**config.mk**
```make
export PLATFORM = sky130hd
export DESIGN_NAME = negative_pixel_neighbour_mean_fix_flat
export DESIGN_NICKNAME = d
export VERILOG_FILES = /design/src/rtl/npnmf_pkg.sv /design/src/rtl/npnmf_if.sv /design/src/rtl/npnmf_ram.sv /design/src/rtl/npnmf_mean.sv /design/src/rtl/npnmf_cfg.sv /design/src/rtl/negative_pixel_neighbour_mean_fix.sv /design/src/flat_wrapper.sv
export SDC_FILE = /design/constraint.sdc
export NUM_CORES = 2
export LEC_CHECK = 0
export BUFFER_PORTS_ARGS = -buffer_cell sky130_fd_sc_hd__buf_2
export CORE_MARGIN = 2
export CORE_UTILIZATION = 45
export CTS_CLUSTER_DIAMETER = 50
export DETAILED_ROUTE_END_ITERATION = 10
export HOLD_SLACK_MARGIN = 0.06
export SLEW_MARGIN = 20
export SYNTH_ARGS = -nofsm -noshare
export SYNTH_HDL_FRONTEND = slang
export SYNTH_SLANG_ARGS = --single-unit
export TNS_END_PERCENT = 100
```
**constraint.sdc**
```tcl
create_clock -name clk -period 11.4 [get_ports clk]
set_clock_uncertainty 0.2 [all_clocks]
set_input_delay 2.85 -clock clk [delete_from_list [all_inputs] [get_ports clk]]
set_output_delay 2.85 -clock clk [all_outputs]
set_load 0.01 [all_outputs]
```
**src/rtl/npnmf_pkg.sv**
```systemverilog
`timescale 1ns / 1ps
// Shared constants, types and the reciprocal table for the negative pixel fix block.
// No dependencies.
package npnmf_pkg;

  localparam int MAX_WIDTH  = 64;
  localparam int MAX_HEIGHT = 64;
  localparam int PIXEL_BITS = 16;

  localparam int COL_W  = $clog2(MAX_WIDTH);
  localparam int ROW_W  = $clog2(MAX_HEIGHT);
  localparam int CFG_W  = 7;
  localparam int APB_DW = 32;
  localparam int APB_AW = 3;

  localparam int WIN_N   = 9;
  localparam int SUM_W   = PIXEL_BITS + 3;
  localparam int CNT_W   = 4;
  localparam int RECIP_K = SUM_W + 1;
  localparam int RECIP_W = RECIP_K + 1;
  localparam longint RECIP_ONE = longint'(1) << RECIP_K;

  localparam int NUM_SLOTS = 3;
  localparam int SLOT_CORE = 0;
  localparam int SLOT_EDGE = 1;
  localparam int SLOT_SELF = 2;

  typedef logic signed [PIXEL_BITS-1:0] pixel_t;
  typedef logic [COL_W-1:0]             col_t;
  typedef logic [ROW_W-1:0]             row_t;
  typedef logic [CFG_W-1:0]             dim_t;
  typedef logic [SUM_W-1:0]             sum_t;
  typedef logic [CNT_W-1:0]             cnt_t;
  typedef logic [RECIP_W-1:0]           recip_t;

  typedef enum logic {
    REG_FRAME_WIDTH  = 1'b0,
    REG_FRAME_HEIGHT = 1'b1
  } reg_idx_t;

  typedef struct packed {
    dim_t width;
    dim_t height;
    logic restart;
  } dims_t;

  typedef enum logic [1:0] {
    S_IDLE,
    S_CALC,
    S_MEAN,
    S_EMIT
  } state_t;

  // floor(2^K / d); d = 0 never divides (no valid neighbours gives 0)
  function automatic recip_t recip_of(cnt_t d);
    recip_t r;
    case (d)
      4'd1:    r = recip_t'(RECIP_ONE / 1);
      4'd2:    r = recip_t'(RECIP_ONE / 2);
      4'd3:    r = recip_t'(RECIP_ONE / 3);
      4'd4:    r = recip_t'(RECIP_ONE / 4);
      4'd5:    r = recip_t'(RECIP_ONE / 5);
      4'd6:    r = recip_t'(RECIP_ONE / 6);
      4'd7:    r = recip_t'(RECIP_ONE / 7);
      4'd8:    r = recip_t'(RECIP_ONE / 8);
      4'd9:    r = recip_t'(RECIP_ONE / 9);
      default: r = '0;
    endcase
    return r;
  endfunction

endpackage

```
**src/rtl/npnmf_if.sv**
```systemverilog
`timescale 1ns / 1ps
// Valid/ready channel interfaces for pixel beats in and result beats out.
// Depends on npnmf_pkg.
interface npnmf_in_if import npnmf_pkg::*; ();
  logic   valid;
  logic   ready;
  pixel_t pixel_in;

  modport source (output valid, output pixel_in, input ready);
  modport sink   (input valid, input pixel_in, output ready);
endinterface

interface npnmf_out_if import npnmf_pkg::*; ();
  logic   valid;
  logic   ready;
  row_t   out_row;
  col_t   out_col;
  pixel_t out_value;
  logic   last_of_run;

  modport source (output valid, output out_row, output out_col, output out_value,
                  output last_of_run, input ready);
  modport sink   (input valid, input out_row, input out_col, input out_value,
                  input last_of_run, output ready);
endinterface

```
**src/rtl/npnmf_ram.sv**
```systemverilog
`timescale 1ns / 1ps
// Generic single-clock RAM, one write and one read port, registered read data.
// No dependencies.
module npnmf_ram #(
  parameter int WIDTH = 32,
  parameter int DEPTH = 64
) (
  input  logic                     clk,
  input  logic                     we,
  input  logic [$clog2(DEPTH)-1:0] waddr,
  input  logic [WIDTH-1:0]         wdata,
  input  logic                     re,
  input  logic [$clog2(DEPTH)-1:0] raddr,
  output logic [WIDTH-1:0]         rdata
);

  logic [WIDTH-1:0] mem [DEPTH];

  always_ff @(posedge clk) begin
    if (we) begin
      mem[waddr] <= wdata;
    end
    if (re) begin
      rdata <= mem[raddr];
    end
  end

endmodule

```
**src/rtl/npnmf_mean.sv**
```systemverilog
`timescale 1ns / 1ps
// Floor mean of a window sum over a small count: reciprocal multiply, then one correction.
// Depends on npnmf_pkg.
module npnmf_mean import npnmf_pkg::*; (
  input  logic   clk,
  input  logic   rst_n,
  input  logic   start,
  input  sum_t   sum,
  input  cnt_t   cnt,
  output logic   done,
  output pixel_t mean
);

  sum_t   sum_r;
  cnt_t   cnt_r;
  sum_t   q0_r;
  pixel_t mean_r;
  logic   v1_r;
  logic   v2_r;
  logic   done_r;

  logic [SUM_W+RECIP_W-1:0] prod;
  logic [SUM_W+CNT_W-1:0]   qd;
  logic [SUM_W+CNT_W-1:0]   rem;
  sum_t                     q_fix;

  assign prod  = (SUM_W+RECIP_W)'(sum_r) * (SUM_W+RECIP_W)'(recip_of(cnt_r));
  assign qd    = (SUM_W+CNT_W)'(q0_r) * (SUM_W+CNT_W)'(cnt_r);
  assign rem   = (SUM_W+CNT_W)'(sum_r) - qd;
  // no valid neighbours leaves the quotient at 0
  assign q_fix = ((cnt_r != '0) && (rem >= (SUM_W+CNT_W)'(cnt_r))) ? q0_r + sum_t'(1) : q0_r;

  always_ff @(posedge clk) begin
    if (!rst_n) begin
      v1_r   <= 1'b0;
      v2_r   <= 1'b0;
      done_r <= 1'b0;
    end else begin
      v1_r   <= start;
      v2_r   <= v1_r;
      done_r <= v2_r;
    end
  end

  always_ff @(posedge clk) begin
    if (start) begin
      sum_r <= sum;
      cnt_r <= cnt;
    end
    if (v1_r) begin
      q0_r <= prod[RECIP_K +: SUM_W];
    end
    if (v2_r) begin
      mean_r <= pixel_t'(q_fix[PIXEL_BITS-1:0]);
    end
  end

  assign done = done_r;
  assign mean = mean_r;

endmodule

```
**src/rtl/npnmf_cfg.sv**
```systemverilog
`timescale 1ns / 1ps
// APB register file: frame width and height, clamped for use, restart pulse on write.
// Depends on npnmf_pkg.
module npnmf_cfg import npnmf_pkg::*; (
  input  logic              clk,
  input  logic              rst_n,
  input  logic              psel,
  input  logic              penable,
  input  logic              pwrite,
  input  logic [APB_AW-1:0] paddr,
  input  logic [APB_DW-1:0] pwdata,
  output logic [APB_DW-1:0] prdata,
  output logic              pready,
  output dims_t             dims
);

  dim_t     width_r;
  dim_t     height_r;
  logic     wr_en;
  reg_idx_t idx;

  function automatic dim_t clamp_dim(dim_t v, dim_t maxv);
    dim_t r;
    if (v == '0) begin
      r = dim_t'(1);
    end else if (v > maxv) begin
      r = maxv;
    end else begin
      r = v;
    end
    return r;
  endfunction

  assign pready = 1'b1;
  assign wr_en  = psel && penable && pwrite;
  assign idx    = reg_idx_t'(paddr[2]);

  always_ff @(posedge clk) begin
    if (!rst_n) begin
      width_r  <= dim_t'(1);
      height_r <= dim_t'(1);
    end else if (wr_en) begin
      unique case (idx)
        REG_FRAME_WIDTH:  width_r  <= pwdata[CFG_W-1:0];
        REG_FRAME_HEIGHT: height_r <= pwdata[CFG_W-1:0];
        default: ;
      endcase
    end
  end

  always_comb begin
    unique case (idx)
      REG_FRAME_WIDTH:  prdata = APB_DW'(width_r);
      REG_FRAME_HEIGHT: prdata = APB_DW'(height_r);
      default:          prdata = '0;
    endcase
  end

  assign dims.width   = clamp_dim(width_r, dim_t'(MAX_WIDTH));
  assign dims.height  = clamp_dim(height_r, dim_t'(MAX_HEIGHT));
  assign dims.restart = wr_en;

endmodule

```
**src/rtl/negative_pixel_neighbour_mean_fix.sv**
```systemverilog
`timescale 1ns / 1ps
// Negative pixel fix over a 3x3 window: one pixel beat at a time, results lag by up to a row and a column.
// Depends on npnmf_pkg, npnmf_if, npnmf_ram, npnmf_mean and npnmf_cfg.
//
// Pixels enter in raster order; an interior pixel below zero leaves as the floor mean of the
// non-negative pixels of its uncorrected 3x3 window (0 if none), all others leave unchanged.
// Each result beat carries its row and column; last_of_run marks the final result caused by
// an input pixel, which gives 0 to 3 results. The two rows above sit in one line memory read
// once and written back once per pixel, and the mean goes through a reciprocal multiply and
// a correction stage. Writing either register restarts the frame; line contents are kept
// and are not cleared at reset, so no clearing pass is needed.
module negative_pixel_neighbour_mean_fix import npnmf_pkg::*; (
  input  logic              clk,
  input  logic              rst_n,
  npnmf_in_if.sink          in_if,
  npnmf_out_if.source       out_if,
  input  logic              cfg_psel,
  input  logic              cfg_penable,
  input  logic              cfg_pwrite,
  input  logic [APB_AW-1:0] cfg_paddr,
  input  logic [APB_DW-1:0] cfg_pwdata,
  output logic [APB_DW-1:0] cfg_prdata,
  output logic              cfg_pready
);

  state_t state_r, state_nxt;
  dims_t  dims;

  row_t   row_r;
  col_t   col_r;
  row_t   eff_row;
  col_t   eff_col;
  pixel_t pix_r;
  pixel_t wc_r [6];

  logic [NUM_SLOTS-1:0] pend_r;
  logic [NUM_SLOTS-1:0] pend_nxt;
  row_t                 slot_row_r [NUM_SLOTS];
  col_t                 slot_col_r [NUM_SLOTS];
  pixel_t               slot_val_r [NUM_SLOTS];
  logic                 fix_r;

  logic                      ram_re, ram_we;
  logic [2*PIXEL_BITS-1:0]   ram_rdata;
  pixel_t                    a_pix, b_pix;

  logic [NUM_SLOTS-1:0] emit_now;
  logic                 need_fix;
  sum_t                 win_sum;
  cnt_t                 win_cnt;
  pixel_t               win [WIN_N];

  logic   mean_start, mean_done;
  pixel_t mean;

  logic       in_acc, calc_en, out_load, out_last;
  logic [1:0] sel;

  logic   out_valid_r;
  row_t   out_row_r;
  col_t   out_col_r;
  pixel_t out_value_r;
  logic   out_last_r;

  npnmf_cfg u_cfg (
    .clk     (clk),
    .rst_n   (rst_n),
    .psel    (cfg_psel),
    .penable (cfg_penable),
    .pwrite  (cfg_pwrite),
    .paddr   (cfg_paddr),
    .pwdata  (cfg_pwdata),
    .prdata  (cfg_prdata),
    .pready  (cfg_pready),
    .dims    (dims)
  );

  npnmf_ram #(
    .WIDTH (2*PIXEL_BITS),
    .DEPTH (MAX_WIDTH)
  ) u_lines (
    .clk   (clk),
    .we    (ram_we),
    .waddr (eff_col),
    .wdata ({b_pix, pix_r}),
    .re    (ram_re),
    .raddr (eff_col),
    .rdata (ram_rdata)
  );

  npnmf_mean u_mean (
    .clk   (clk),
    .rst_n (rst_n),
    .start (mean_start),
    .sum   (win_sum),
    .cnt   (win_cnt),
    .done  (mean_done),
    .mean  (mean)
  );

  // Position of this pixel; out-of-range counters fall back to the frame origin
  always_comb begin
    if (CFG_W'(row_r) >= dims.height || CFG_W'(col_r) >= dims.width) begin
      eff_row = '0;
      eff_col = '0;
    end else begin
      eff_row = row_r;
      eff_col = col_r;
    end
  end

  assign a_pix = pixel_t'(ram_rdata[2*PIXEL_BITS-1:PIXEL_BITS]);
  assign b_pix = pixel_t'(ram_rdata[PIXEL_BITS-1:0]);

  always_comb begin
    win[0] = wc_r[0]; win[1] = wc_r[1]; win[2] = a_pix;
    win[3] = wc_r[2]; win[4] = wc_r[3]; win[5] = b_pix;
    win[6] = wc_r[4]; win[7] = wc_r[5]; win[8] = pix_r;
  end

  always_comb begin
    win_sum = '0;
    win_cnt = '0;
    for (int k = 0; k < WIN_N; k++) begin
      if (!win[k][PIXEL_BITS-1]) begin
        win_sum = win_sum + sum_t'(unsigned'(win[k]));
        win_cnt = win_cnt + cnt_t'(1);
      end
    end
  end

  assign emit_now[SLOT_CORE] = (eff_row != '0) && (eff_col != '0);
  assign emit_now[SLOT_EDGE] = (eff_row != '0) && (CFG_W'(eff_col) == dims.width - dim_t'(1));
  assign emit_now[SLOT_SELF] = CFG_W'(eff_row) == dims.height - dim_t'(1);
  assign need_fix = (eff_row >= row_t'(2)) && (eff_col >= col_t'(2)) &&
                    wc_r[3][PIXEL_BITS-1];

  always_comb begin
    if (pend_r[SLOT_CORE]) begin
      sel = 2'(SLOT_CORE);
    end else if (pend_r[SLOT_EDGE]) begin
      sel = 2'(SLOT_EDGE);
    end else begin
      sel = 2'(SLOT_SELF);
    end
  end

  always_comb begin
    pend_nxt      = pend_r;
    pend_nxt[sel] = 1'b0;
  end

  assign out_last = (pend_nxt == '0);
  assign in_acc   = in_if.valid && in_if.ready;

  always_comb begin
    state_nxt   = state_r;
    in_if.ready = 1'b0;
    ram_re      = 1'b0;
    ram_we      = 1'b0;
    calc_en     = 1'b0;
    mean_start  = 1'b0;
    out_load    = 1'b0;
    unique case (state_r)
      S_IDLE: begin
        in_if.ready = 1'b1;
        ram_re      = in_if.valid;
        if (in_if.valid) begin
          state_nxt = S_CALC;
        end
      end
      S_CALC: begin
        ram_we  = 1'b1;
        calc_en = 1'b1;
        if (emit_now == '0) begin
          state_nxt = S_IDLE;
        end else if (emit_now[SLOT_CORE] && need_fix) begin
          mean_start = 1'b1;
          state_nxt  = S_MEAN;
        end else begin
          state_nxt = S_EMIT;
        end
      end
      S_MEAN: begin
        if (mean_done) begin
          state_nxt = S_EMIT;
        end
      end
      S_EMIT: begin
        out_load = !out_valid_r || out_if.ready;
        if (out_load && out_last) begin
          state_nxt = S_IDLE;
        end
      end
      default: state_nxt = S_IDLE;
    endcase
  end

  always_ff @(posedge clk) begin
    if (!rst_n) begin
      state_r <= S_IDLE;
    end else begin
      state_r <= state_nxt;
    end
  end

  always_ff @(posedge clk) begin
    if (!rst_n) begin
      row_r       <= '0;
      col_r       <= '0;
      pend_r      <= '0;
      out_valid_r <= 1'b0;
      for (int k = 0; k < 6; k++) begin
        wc_r[k] <= '0;
      end
    end else begin
      if (dims.restart) begin
        row_r <= '0;
        col_r <= '0;
      end else if (calc_en) begin
        if (CFG_W'(eff_col) + dim_t'(1) >= dims.width) begin
          col_r <= '0;
          if (CFG_W'(eff_row) + dim_t'(1) >= dims.height) begin
            row_r <= '0;
          end else begin
            row_r <= eff_row + row_t'(1);
          end
        end else begin
          col_r <= eff_col + col_t'(1);
          row_r <= eff_row;
        end
      end
      if (calc_en) begin
        wc_r[0] <= wc_r[1];
        wc_r[1] <= a_pix;
        wc_r[2] <= wc_r[3];
        wc_r[3] <= b_pix;
        wc_r[4] <= wc_r[5];
        wc_r[5] <= pix_r;
        pend_r  <= emit_now;
      end else if (out_load) begin
        pend_r <= pend_nxt;
      end
      if (out_load) begin
        out_valid_r <= 1'b1;
      end else if (out_if.ready) begin
        out_valid_r <= 1'b0;
      end
    end
  end

  always_ff @(posedge clk) begin
    if (in_acc) begin
      pix_r <= in_if.pixel_in;
    end
    if (calc_en) begin
      fix_r                 <= need_fix;
      slot_row_r[SLOT_CORE] <= eff_row - row_t'(1);
      slot_col_r[SLOT_CORE] <= eff_col - col_t'(1);
      slot_val_r[SLOT_CORE] <= wc_r[3];
      slot_row_r[SLOT_EDGE] <= eff_row - row_t'(1);
      slot_col_r[SLOT_EDGE] <= eff_col;
      slot_val_r[SLOT_EDGE] <= b_pix;
      slot_row_r[SLOT_SELF] <= eff_row;
      slot_col_r[SLOT_SELF] <= eff_col;
      slot_val_r[SLOT_SELF] <= pix_r;
    end
    if (out_load) begin
      out_row_r   <= slot_row_r[sel];
      out_col_r   <= slot_col_r[sel];
      out_value_r <= (sel == 2'(SLOT_CORE) && fix_r) ? mean : slot_val_r[sel];
      out_last_r  <= out_last;
    end
  end

  assign out_if.valid       = out_valid_r;
  assign out_if.out_row     = out_row_r;
  assign out_if.out_col     = out_col_r;
  assign out_if.out_value   = out_value_r;
  assign out_if.last_of_run = out_last_r;

  a_ram_port_excl: assert property (@(posedge clk) disable iff (!rst_n)
    !(ram_we && ram_re))
    else $error("line memory read and write in the same cycle");

  a_accept_calc: assert property (@(posedge clk) disable iff (!rst_n)
    in_acc |=> state_r == S_CALC)
    else $error("accepted beat not processed next cycle");

  a_mean_in_wait: assert property (@(posedge clk) disable iff (!rst_n)
    mean_done |-> state_r == S_MEAN)
    else $error("mean completed outside wait state");

  a_last_ends_run: assert property (@(posedge clk) disable iff (!rst_n)
    (out_load && out_last) |=> state_r == S_IDLE)
    else $error("run did not end after last result");

  a_more_pending: assert property (@(posedge clk) disable iff (!rst_n)
    (out_load && !out_last) |=> (state_r == S_EMIT && pend_r != '0))
    else $error("pending results lost");

endmodule
```
**src/flat_wrapper.sv**
```systemverilog
// flat-port wrapper written by rule: the top's interface ports become plain ports
module negative_pixel_neighbour_mean_fix_flat import npnmf_pkg::*;
  (clk, rst_n, cfg_psel, cfg_penable, cfg_pwrite, cfg_paddr, cfg_pwdata, cfg_prdata, cfg_pready, in_if_valid, in_if_pixel_in, in_if_ready, out_if_valid, out_if_out_row, out_if_out_col, out_if_out_value, out_if_last_of_run, out_if_ready);
  npnmf_in_if in_if_i ();
  npnmf_out_if out_if_i ();
  input  logic clk;
  input  logic rst_n;
  input  logic cfg_psel;
  input  logic cfg_penable;
  input  logic cfg_pwrite;
  input  logic [APB_AW-1:0] cfg_paddr;
  input  logic [APB_DW-1:0] cfg_pwdata;
  output logic [APB_DW-1:0] cfg_prdata;
  output logic cfg_pready;
  input wire logic [$bits(in_if_i.valid)-1:0] in_if_valid;
  input wire logic [$bits(in_if_i.pixel_in)-1:0] in_if_pixel_in;
  output wire logic [$bits(in_if_i.ready)-1:0] in_if_ready;
  output wire logic [$bits(out_if_i.valid)-1:0] out_if_valid;
  output wire logic [$bits(out_if_i.out_row)-1:0] out_if_out_row;
  output wire logic [$bits(out_if_i.out_col)-1:0] out_if_out_col;
  output wire logic [$bits(out_if_i.out_value)-1:0] out_if_out_value;
  output wire logic [$bits(out_if_i.last_of_run)-1:0] out_if_last_of_run;
  input wire logic [$bits(out_if_i.ready)-1:0] out_if_ready;
  assign in_if_i.valid = in_if_valid;
  assign in_if_i.pixel_in = in_if_pixel_in;
  assign in_if_ready = in_if_i.ready;
  assign out_if_valid = out_if_i.valid;
  assign out_if_out_row = out_if_i.out_row;
  assign out_if_out_col = out_if_i.out_col;
  assign out_if_out_value = out_if_i.out_value;
  assign out_if_last_of_run = out_if_i.last_of_run;
  assign out_if_i.ready = out_if_ready;
  negative_pixel_neighbour_mean_fix u_core (.clk(clk), .rst_n(rst_n), .in_if(in_if_i), .out_if(out_if_i), .cfg_psel(cfg_psel), .cfg_penable(cfg_penable), .cfg_pwrite(cfg_pwrite), .cfg_paddr(cfg_paddr), .cfg_pwdata(cfg_pwdata), .cfg_prdata(cfg_prdata), .cfg_pready(cfg_pready));
endmodule
```
==> metrics list <==
* Outcome: finished, final reports clean
* Nature of the critical path startpoint: flip-flop
- In this run the worst path has a maximum fanout of 4.
* Die boundary width: 505 µm
- Buffers added on ports: 68
- Clock insertion delay at the later pin of the skew report: 930 ps
* Standard cell core area: 0.251 mm²
- Leakage: 46.2 nW
* CP max stage delay: 540 ps
* Tmin final: 11120 ps
- Of the total power, the clock network draws 0.312.
* Final Non-Filler Cells: 12068
- CTS root buffer: clkbuf_16
- The final route contains 75477 vias.
- The most used flip-flop cell after synthesis is edfxtp_1.
* Synth Warn #: 0
- After synthesis, the cell types taking the most area are edfxtp_1, fa_1, ha_1.
- For the worst setup path, the data required time is 11850 ps.
- Cell internal power was estimated by the tool at 19.8 mW.
- Antenna-violating nets left: 0
- For the worst setup path, the data arrival time is 11570 ps.
- For this design the total switching power over the nets is 7.98 mW.
* Max VDD drop: 0.325 mV
- Remaining Overflow, GRT: 0
- Number of top-level pins: 122
- For this run, the total global-route usage over all layers was measured as 0.290.
- The first TritonRoute pass finished after 9 iterations.
* Initial cell density of the core: 0.451
- CP dominant cell by count: buf_4
* Max Freq: 90.0 MHz
* Area of the mapped netlist: 0.113 mm²
- Pin count of the biggest net entering global routing: 101
- The routed design has 379 mm of wire.
- Number of antenna violations at the first check in global routing: 36
* Switching share of total power: 0.287
- The share of total power dissipated in sequential elements is 0.364.
* Number of endpoints failing setup at the final stage: 0
* Pre-CTS setup slack: -790 ps
- Drt wl/cell: 31.4 µm
- On the critical path, the stage with the largest delay is an instance of or4_4.
* Worst-case clock buffer depth: 4
- At the end of routability-driven placement, the weighted congestion stood at 0.910.
- The max-slew violation total from the final report is 0.
- The synthesized design spends more area on one cell type than any other, namely edfxtp_1.
* Number of standard-cell rows in the floorplan: 184
- Seq/Total Area, Yosys: 0.634
- The critical path is of the flip-flop to flip-flop type.
* H-Tree Level Count: 5
- TritonCTS created 279 clock buffers.
- Yosys reg bits: 2403
- Of the total power, combinational logic draws 0.324.
* Number of clock sinks: 2403
- The worst path meets setup with 283 ps of slack.
- Worst slew slack as a fraction of its limit: 0.106
- Power spread over the standard cell area amounts to 211 mW/mm².
- Counting flops with an async set or reset pin after synthesis yields a share of 0.
- TritonCTS built the clock tree.
- Placed Instances: 11517
- The first global-routing pass estimated 531 mm of wire.
* DRC errors left: 0
* Post-layout util: 0.524
- Summed over all nets, the half-perimeter wirelength after detailed placement is 225 mm.
- DR iter-0 viols: 12090
- The min-delay analysis places its worst path in the category flip-flop to flip-flop.
- For the final routed database, the setup TNS stands at 0 ps.
- Relative to the synthesized area, the layout overhead comes to 16.1%.
- Routed via count divided by cell count: 6.25
- Post-Synthesis Cells: 7987
- Share of the clock period used by the worst path after layout: 0.975
* Die Area: 0.255 mm²
- Total number of nets in the final design: 9267
- Unrepaired setup endpoints after global routing: yes
- After clock tree synthesis, the flow added hold-fix buffers numbering 0.
- The number of global-route vias before repair was 73575.
* Number of flops mapped to enable cells by yosys: 2352
* Fin. Hold Viols: 0
- Slew of the pin with the lowest slew margin: 1330 ps
* Share of final-layout standard cells stronger than drive strength 1: 0.188
- Average size of a mapped cell: 14.2 µm²
- Post-synth cell types: 93
- The share of synthesized area in the top cell type comes to 0.625.
* Reported max-cap violation count: 0
- CP endpoint kind: flip-flop
- Clk slew on worst S/H paths: 60 ps
* Height of the chip: 505 µm
## sequential cells by signal, summed over array words and instances, names as in the netlist, 19 cells and up, named ones only
name	count
u_core.slot_val_r	48
u_core.u_lines.mem	2048
u_core.u_lines.rdata	32
u_core.u_mean.q0_r	19
u_core.wc_r	96
u_core.u_mean.sum_r	19
## final timing paths
path,slack [ps],endpoint,from,depth (start not counted)
max,280,u_core.u_mean.sum_r[18]$_DFFE_PP_,u_core.wc_r[0][15]$_SDFFCE_PN0P_,59
min reg2reg,280,u_core.pend_r[2]$_SDFFE_PN0P_,u_core.pend_r[2]$_SDFFE_PN0P_,2
max reg2reg,280,u_core.u_mean.sum_r[18]$_DFFE_PP_,u_core.wc_r[0][15]$_SDFFCE_PN0P_,59
min,280,u_core.pend_r[2]$_SDFFE_PN0P_,u_core.pend_r[2]$_SDFFE_PN0P_,2
## cells by family (layout without fill, tap and decap cells)
logic type,Yosys count,count (layout),share of synthesized area
AND/OR/NAND/NOR,1677,1677,0.0709
buffers and inverters,943,1635,0.0327
XOR/XNOR,177,177,0.0141
AO/OA/AOI/OAI,1588,1588,0.0989
other,2,43,0.0000664
multiplexers,495,495,0.0483
adder cells (fa/ha/maj),702,702,0.102
flip-flops,2403,2403,0.634
## metrics by stage
stage                     hold WS, ps  power, mW  cell area [µm²]
final                             285       27.8           131000
after global routing              328       28.9           131000
after CTS                         284       26.6           130000
after detailed placement          276       17.7           121000
after global placement            264       17.5           121000
after floorplan                   249       14.7           113000
## cells in the mapped netlist (24+ instances only)
| cell type | n |
|---|---|
| buf_1 | 80 |
| dfxtp_1 | 51 |
| a221oi_1 | 75 |
| buf_4 | 27 |
| a21oi_1 | 429 |
| nand3_1 | 94 |
| a222oi_1 | 248 |
| nor2b_1 | 60 |
| ha_1 | 338 |
| inv_1 | 497 |
| xnor2_1 | 117 |
| a22oi_1 | 142 |
| edfxtp_1 | 2352 |
| mux2i_1 | 223 |
| and3_1 | 117 |
| and2_1 | 199 |
| nor4_1 | 32 |
| o211ai_1 | 35 |
| nor3_1 | 85 |
| buf_2 | 43 |
| fa_1 | 361 |
| o221ai_1 | 24 |
| nand2_1 | 566 |
| o22ai_1 | 45 |
| nand4_1 | 29 |
| nand2b_1 | 37 |
| o21a_1 | 38 |
| a31oi_1 | 54 |
| a211oi_1 | 53 |
| a21o_1 | 62 |
| nor2_1 | 374 |
| clkbuf_1 | 290 |
| xor2_1 | 56 |
| o21ai_0 | 206 |
| mux2_2 | 255 |
## power by group through the flow
stage                     Combinational [mW]  Sequential [mW]  Clock (mW)
after detailed placement                7.37             10.3           0
after CTS                               7.75             10.1        8.72
after global placement                  7.22             10.3           0
final                                   8.99             10.1        8.68
after global routing                    9.78             10.1        9.06
after floorplan                         4.33             10.3           0
## what timing repair did
action | CTS | global route
resized for setup | 53 | 200
buffers inserted | 20 | 39
pin swaps | 23 | 109
endpoints found under the setup margin | 7 | 8
## cell usage in the layout (no fill, tap or decap), types with 142 or more instances in the layout
cell type and instances:
edfxtp_1 2352, buf_4 573, nand2_1 554, inv_1 491
a21oi_1 396, fa_1 360, nor2_1 291, ha_1 289
clkbuf_16 283, mux2_2 248, a222oi_1 248, mux2i_1 222
and2_1 193, o21ai_0 171, a22oi_1 142
## worst max-delay path: cells and delay by family, from the launching register on
family / cells / cell delay (ps)
fa+ha+maj: 10 / 2780
simple gates: 13 / 2000
xor+xnor: 6 / 780
compound gates: 16 / 2750
buf+inv: 10 / 1330
mux: 4 / 660
flops: 1 / 380
## cell type report
class | count | area (µm²)
clock buffers | 330 | 7260
repair buffers | 658 | 4900
multi-input cells | 4665 | 39900
diodes | 17 | 42.5
flip-flops and latches | 2403 | 71700
clock inverters | 144 | 1480
fillers | 20517 | 119000
inverters | 503 | 1890
well taps | 3348 | 4190
## per-layer routing
layer / GRT usage / vias up / part of all wire
li1: - / 31305 / -
met1: 0.396 / 38456 / 0.38
met2: 0.436 / 4838 / 0.44
met3: 0.0799 / 868 / 0.13
met4: 0.122 / 10 / 0.049
met5: 0 / - / 0.00019
Power figures use the tool's default switching activity.
